[src/design/q4_0_block_dequantizer_assert.svh]
// Assertion macros used by the dequantiser RTL.
`ifndef Q4_0_BLOCK_DEQUANTIZER_ASSERT_SVH
`define Q4_0_BLOCK_DEQUANTIZER_ASSERT_SVH

// Checks that a condition implies a consequence in the same cycle.
`define Q4_ASSERT_IMPL(label, clk, rst_n, cond, cons, msg) \
    label: assert property (@(posedge clk) disable iff (!rst_n) (cond) |-> (cons)) \
        else $error(msg);

// Checks that a condition implies a consequence in the next cycle.
`define Q4_ASSERT_NEXT(label, clk, rst_n, cond, cons, msg) \
    label: assert property (@(posedge clk) disable iff (!rst_n) (cond) |=> (cons)) \
        else $error(msg);

`endif

[src/design/q4d_pkg.sv]
`timescale 1ns / 1ps
package q4d_pkg;
    localparam int WEIGHTS_PER_BLOCK = 32;
    localparam int BYTES_PER_BLOCK   = 16;
    localparam logic [3:0]  NIB_BIAS  = 4'd8;
    localparam logic [31:0] QNAN_BITS = 32'h7FC0_0000;
    localparam logic [31:0] INF_BITS  = 32'h7F80_0000;
endpackage

[src/design/q4_0_block_dequantizer.sv]
`timescale 1ns / 1ps
// Q4_0 block dequantiser.
// Input channel: one block per transfer (binary16 scale, sixteen packed bytes
// and a last-block flag), on i_valid with o_stall driven back by this block.
// Output channel: one binary32 weight per transfer on o_valid, with its
// position, a block-end flag and a tensor-end flag; the receiver drives i_stall.
// A block is held in a buffer and unpacked one nibble per cycle while the
// output does not stall; the next block may be taken in the cycle that
// issues the current block's last nibble, so blocks follow back to back.
// Each weight then runs through a three-stage pipeline: select nibble and
// decode scale, multiply, normalise and pack. The first weight of a block
// passes the block buffer and the stage 1, 2 and 3 registers on its way out.
// The output stall freezes the whole pipeline; nothing is lost or repeated.
// Reset (synchronous, active low) clears all valid bits; payload is not reset.
module q4_0_block_dequantizer
    import q4d_pkg::*;
(
    input  logic        i_clk,
    input  logic        i_rst_n,
    input  logic        i_valid,
    output logic        o_stall,
    input  logic [15:0] i_scale_half,
    input  logic [63:0] i_bytes_lo,
    input  logic [63:0] i_bytes_hi,
    input  logic        i_final_block,
    output logic        o_valid,
    input  logic        i_stall,
    output logic [31:0] o_weight_single,
    output logic [4:0]  o_position,
    output logic        o_block_done,
    output logic        o_tensor_done
);
    // Block buffer and position counter.
    logic         r_buf_valid;
    logic [15:0]  r_half;
    logic [127:0] r_bytes;
    logic         r_last;
    logic [4:0]   r_pos;
    logic         w_adv;
    logic         w_issue;
    logic         w_load;

    assign w_adv   = !i_stall;
    assign w_issue = r_buf_valid && w_adv;
    assign w_load  = i_valid && !o_stall;
    assign o_stall = r_buf_valid && !(w_issue && r_pos == 5'd31);

    always_ff @(posedge i_clk) begin
        if (!i_rst_n) begin
            r_buf_valid <= 1'b0;
            r_pos       <= 5'd0;
        end else begin
            if (w_load) begin
                r_buf_valid <= 1'b1;
            end else if (w_issue && r_pos == 5'd31) begin
                r_buf_valid <= 1'b0;
            end
            if (w_issue) begin
                r_pos <= r_pos + 5'd1;
            end
        end
    end

    always_ff @(posedge i_clk) begin
        if (w_load) begin
            r_half  <= i_scale_half;
            r_bytes <= {i_bytes_hi, i_bytes_lo};
            r_last  <= i_final_block;
        end
    end

    // Stage 1: nibble select, term sign and magnitude, scale decode.
    logic        r1_valid;
    logic [4:0]  r1_pos;
    logic        r1_last;
    logic        r1_sign;
    logic [3:0]  r1_mag;
    logic [10:0] r1_mant;
    logic signed [7:0] r1_e2;
    logic        r1_nan;
    logic        r1_inf;

    logic [7:0]  n_byte;
    logic [3:0]  n_nib;
    logic [3:0]  n_mag;
    logic        n_tneg;

    always_comb begin
        n_byte = r_bytes[{r_pos[3:0], 3'b000} +: 8];
        n_nib  = r_pos[4] ? n_byte[7:4] : n_byte[3:0];
        n_tneg = n_nib < NIB_BIAS;
        n_mag  = n_tneg ? (NIB_BIAS - n_nib) : (n_nib - NIB_BIAS);
    end

    always_ff @(posedge i_clk) begin
        if (!i_rst_n) begin
            r1_valid <= 1'b0;
        end else if (w_adv) begin
            r1_valid <= r_buf_valid;
        end
    end

    always_ff @(posedge i_clk) begin
        if (w_adv) begin
            r1_pos  <= r_pos;
            r1_last <= r_last;
            r1_sign <= r_half[15] ^ n_tneg;
            r1_mag  <= n_mag;
            r1_nan  <= (r_half[14:10] == 5'd31) && (r_half[9:0] != 10'd0 || n_mag == 4'd0);
            r1_inf  <= (r_half[14:10] == 5'd31);
            if (r_half[14:10] == 5'd0) begin
                r1_mant <= {1'b0, r_half[9:0]};
                r1_e2   <= -8'sd24;
            end else begin
                r1_mant <= {1'b1, r_half[9:0]};
                r1_e2   <= $signed({3'b000, r_half[14:10]}) - 8'sd25;
            end
        end
    end

    // Stage 2: multiply (11 x 4 bits).
    logic        r2_valid;
    logic [4:0]  r2_pos;
    logic        r2_last;
    logic        r2_sign;
    logic [14:0] r2_prod;
    logic signed [7:0] r2_e2;
    logic        r2_nan;
    logic        r2_inf;

    always_ff @(posedge i_clk) begin
        if (!i_rst_n) begin
            r2_valid <= 1'b0;
        end else if (w_adv) begin
            r2_valid <= r1_valid;
        end
    end

    always_ff @(posedge i_clk) begin
        if (w_adv) begin
            r2_pos  <= r1_pos;
            r2_last <= r1_last;
            r2_sign <= r1_sign;
            r2_prod <= {4'd0, r1_mant} * {11'd0, r1_mag};
            r2_e2   <= r1_e2;
            r2_nan  <= r1_nan;
            r2_inf  <= r1_inf;
        end
    end

    // Stage 3: leading-one search over the 15-bit product and packing.
    logic        r3_valid;
    logic [31:0] r3_weight;
    logic [4:0]  r3_pos;
    logic        r3_last;

    logic [3:0]  n_top;
    logic [7:0]  n_biased;
    logic [37:0] n_shift;
    logic [31:0] n_weight;

    always_comb begin
        n_top = 4'd0;
        for (int k = 1; k < 15; k++) begin
            if (r2_prod[k]) begin
                n_top = 4'(k);
            end
        end
        n_biased = 8'(r2_e2 + $signed({4'd0, n_top}) + 8'sd127);
        n_shift  = {23'd0, r2_prod} << (5'd23 - {1'b0, n_top});
        if (r2_nan) begin
            n_weight = QNAN_BITS;
        end else if (r2_inf) begin
            n_weight = {r2_sign, 31'd0} | INF_BITS;
        end else if (r2_prod == 15'd0) begin
            n_weight = {r2_sign, 31'd0};
        end else begin
            n_weight = {r2_sign, n_biased, n_shift[22:0]};
        end
    end

    always_ff @(posedge i_clk) begin
        if (!i_rst_n) begin
            r3_valid <= 1'b0;
        end else if (w_adv) begin
            r3_valid <= r2_valid;
        end
    end

    always_ff @(posedge i_clk) begin
        if (w_adv) begin
            r3_weight <= n_weight;
            r3_pos    <= r2_pos;
            r3_last   <= r2_last;
        end
    end

    assign o_valid         = r3_valid;
    assign o_weight_single = r3_weight;
    assign o_position      = r3_pos;
    assign o_block_done    = (r3_pos == 5'(WEIGHTS_PER_BLOCK - 1));
    assign o_tensor_done   = o_block_done && r3_last;

`include "q4_0_block_dequantizer_assert.svh"

    `Q4_ASSERT_IMPL(a_tensor_ends_block, i_clk, i_rst_n, o_valid && o_tensor_done, o_block_done, "tensor end")
    `Q4_ASSERT_NEXT(a_pos_advances, i_clk, i_rst_n, w_issue, r_pos == $past(r_pos) + 5'd1, "pos step")
    `Q4_ASSERT_NEXT(a_stall_freezes, i_clk, i_rst_n, o_valid && i_stall, o_valid && $stable(o_weight_single), "hold")
    `Q4_ASSERT_IMPL(a_load_at_end, i_clk, i_rst_n, w_load && r_buf_valid, r_pos == 5'd31 && w_issue, "overwrite")
endmodule

[config.mk]
export PLATFORM = sky130hd
export DESIGN_NAME = q4_0_block_dequantizer
export DESIGN_NICKNAME = d
export VERILOG_FILES = /design/src/design/q4d_pkg.sv /design/src/design/q4_0_block_dequantizer.sv
export VERILOG_INCLUDE_DIRS = /design/src /design/src/design
export SDC_FILE = /design/constraint.sdc
export NUM_CORES = 1
export LEC_CHECK = 0
export ABC_AREA = 1
export BUFFER_PORTS_ARGS = -buffer_cell sky130_fd_sc_hd__buf_4
export CAP_MARGIN = 25
export CORE_MARGIN = 2
export CORE_UTILIZATION = 42
export CTS_BUF_LIST = sky130_fd_sc_hd__clkbuf_4 sky130_fd_sc_hd__clkbuf_8
export CTS_CLUSTER_DIAMETER = 100
export DETAILED_ROUTE_END_ITERATION = 6
export HOLD_SLACK_MARGIN = 0.03
export PLACE_DENSITY = 0.72
export SLEW_MARGIN = 20
export SYNTH_ARGS = -nofsm -noshare
export SYNTH_HDL_FRONTEND = slang
export SYNTH_SLANG_ARGS = --single-unit
[constraint.sdc]
create_clock -name i_clk -period 14 [get_ports i_clk]
set_input_delay 1.4 -clock i_clk [delete_from_list [all_inputs] [get_ports i_clk]]
set_output_delay 1.4 -clock i_clk [all_outputs]
set_load 0.005 [all_outputs]
==> results.toml <==
[clock_tree]
clock_path_buffers = 3
cts_sinks = 252
cts.clk_slew.worst_paths_ns = 0.06
clockRootBuffer = "clkbuf_8"
post-cts-setup-buffer-count = 0
htree_num_levels = 2
cts_made_buffers = 41
ctsResizeCount = 0
cts_hold_buffers = 0
cts_tree = "built"
clock_latency_ns = 0.55

[setup_path]
crit_type = "reg -> reg"
arrival_ns = 4.00
worstPathRequired_ns = 14.29
worstPathMaxFanout = 11
r2r_slack_ns = 10.29
crit_slowest_cell = "edfxtp_1"
endpoint_kind = "register"
cp_common_cell = "nor2_1"
path_cells = "nand2_1 -> fa_1 -> inv_1 -> fa_1 -> ha_1 -> a21o_1 -> nand3_1 -> nand2_1 -> nor2_1 -> o21ai_0 -> a21oi_1 -> o21bai_1 -> a21oi_1 -> nor2_1 -> nor2_1 -> xor2_1"
worstSetupStartpointType = "register"
max_stage_delay_ns = 0.55

[sta]
skew_ns = 0.02886
fin_tns_setup_ns = 0
rsz0062_at_grt = "false"
whs_ns = 0.3964
setup_viol = 0
max_slew_margin = 0.4322
max_freq_mhz = 269.7
period_share = 0.2649
worst_slew_pin_slew_ns = 0.8517
slew_violations = 0
min_period_ns = 3.709
hold_violations = 0

[floorplanning]
coreArea_mm2 = 0.02688
die_y_um = 169.0
num_rows = 60
start_util = 0.4257
boundaryPins = 190
die-area_mm2 = 0.02858
die_w_um = 169.0

[final_layout]
final_core_util = 0.5254
drive_above_1_share = 0.2257
layout.nets = 1409
fillCellCount = 2315
diodes = 0
final-seq-area_mm2 = 0.007478
area.growth.synth_to_final_pct = 23.42
multi_input_area_mm2 = 0.003408

[logic_synthesis]
ys_seq_area_frac = 0.6535
synth-edff-count = 243
dominantRegCellSynth = "edfxtp_1"
synth_area_mm2 = 0.01144
synth.most_common_cell = "edfxtp_1"
ys_types = 39
synth_area_per_cell_um2 = 11.53
synth_top_area_frac = 0.6378
netlist_top_cells_count = "243 x edfxtp_1, 151 x nand2_1, 115 x nor2_1"
ys_ff_latch = 252
synth_area_leader_cell = "edfxtp_1"
yosysWarningCount = 0
syn_inst = 992
synthTopCellsByArea = "edfxtp_1 64%, nand2_1 5.0%, ha_1 3.8%"
synthArstFlopShare = 0

[drt]
wire_per_inst_um = 14.94
drc = 0
viasPerCell = 5.004
vias = 7892
drt_first_iter_violations = 515
drtPass1Iterations = 5
ant_nets = 0
routed_wl_mm = 23.56

[power_and_ir_drop]
clkPwrFrac = 0.318
power.switching_uw = 599.6
p_leak_nw = 5.993
switching_share = 0.2873
combPwrFrac = 0.227
p_int_mw = 1.487
seqPwrFrac = 0.455
ir_drop_mv = 0.08485
power_density_mw_per_mm2 = 147.8

[global_routing]
grt_max_degree = 89
grt_pass1_vias = 7531
antenna_found_initial = 0
overflow = 0
track_usage = 0.1649
grt_pass1_wl_mm = 37.31

[placement]
portBuffers = 189
gp_congestion = 0.8650
post-dp-hpwl_mm = 16.38

[run]
drv_cap = 0

[min_path]
hold_class = "reg -> reg"

[run_status]
run_status = "finished, final reports clean"
## power groups by stage
stage | clock (mW) | combinational [mW] | sequential [mW]
floorplan | 0 | 0.348 | 0.961
global placement | 0 | 0.463 | 0.962
detailed placement | 0 | 0.472 | 0.965
CTS | 0.683 | 0.475 | 0.949
global route | 0.715 | 0.544 | 0.957
finish | 0.664 | 0.474 | 0.949
## cells by family (layout without fill, tap and decap cells)
group	Yosys count	count (layout)	share of synthesized area
other	1	9	0.0003278
AND/OR/NAND/NOR	360	360	0.1301
adder cells (fa/ha/maj)	54	54	0.07152
XOR/XNOR	14	14	0.01072
AO/OA/AOI/OAI	164	164	0.08191
buffers and inverters	147	383	0.05184
flip-flops	252	252	0.6535
## cell type report
class,instances,area share
Sequential cell,252,0.5296
Multi-Input combinational cell,601,0.2414
Timing Repair Buffer,197,0.1070
Clock buffer,61,0.05281
Inverter,113,0.03021
Tap cell,341,0.03021
Clock inverter,12,0.008772
## placed cells by master (no fill, tap or decap), drive strengths merged, types with 19 or more instances in the layout
master  netlist  layout
fa           19      19
nand3        75      75
a21oi        35      35
nor2        116     116
inv         113     115
o21ai        88      88
ha           35      35
edfxtp      243     243
buf          17     197
clkbuf       17      61
nand2       154     154
## through the flow
stage	instances	instance area, µm²	setup WS (ns)	total power, mW
floorplan	1000	11470	3.453	1.309
global placement	1502	13200	9.880	1.426
detailed placement	1502	13200	9.810	1.437
CTS	1575	14070	10.29	2.107
global route	1577	14120	9.952	2.216
finish	1577	14120	10.29	2.087
## routing by layer
| layer | GRT usage | up-vias | wire length, µm |
|---|---|---|---|
| met5 | 0 | - | 0 |
| met4 | 0.05760 | 0 | 599 |
| met3 | 0.03951 | 46 | 1804 |
| met2 | 0.2726 | 324 | 11240 |
| met1 | 0.2139 | 3641 | 9920 |
| li1 | - | 3881 | - |
## flip-flops by register name, summed over array words and instances, names as in the netlist, 4 cells and up
signal           count
r1_e2                6
r1_mag               4
r2_pos               5
r_bytes            128
o_weight_single     32
r2_prod             15
r_pos                5
o_position           5
r2_e2                6
r1_pos               5
r_half              16
r1_mant             11
## critical path: cells and delay by family (launching register included)
| family | cells | cell delay (ns) |
|---|---|---|
| buf+inv | 1 | 0.05 |
| fa+ha+maj | 3 | 1.41 |
| xor+xnor | 1 | 0.13 |
| flops | 1 | 0.55 |
| compound gates | 5 | 0.85 |
| simple gates | 6 | 0.46 |
## final timing paths
check                           to  cells past startpoint              startpoint
max          r2_prod[13]$_DFFE_PN_                     16     r1_mag[3]$_DFFE_PN_
min             r2_e2[2]$_DFFE_PN_                      0  r1_e2[2]$_SDFFCE_PN0N_
min reg2reg     r2_e2[2]$_DFFE_PN_                      0  r1_e2[2]$_SDFFCE_PN0N_
max reg2reg  r2_prod[13]$_DFFE_PN_                     16     r1_mag[3]$_DFFE_PN_
Power figures use the tool's default switching activity.
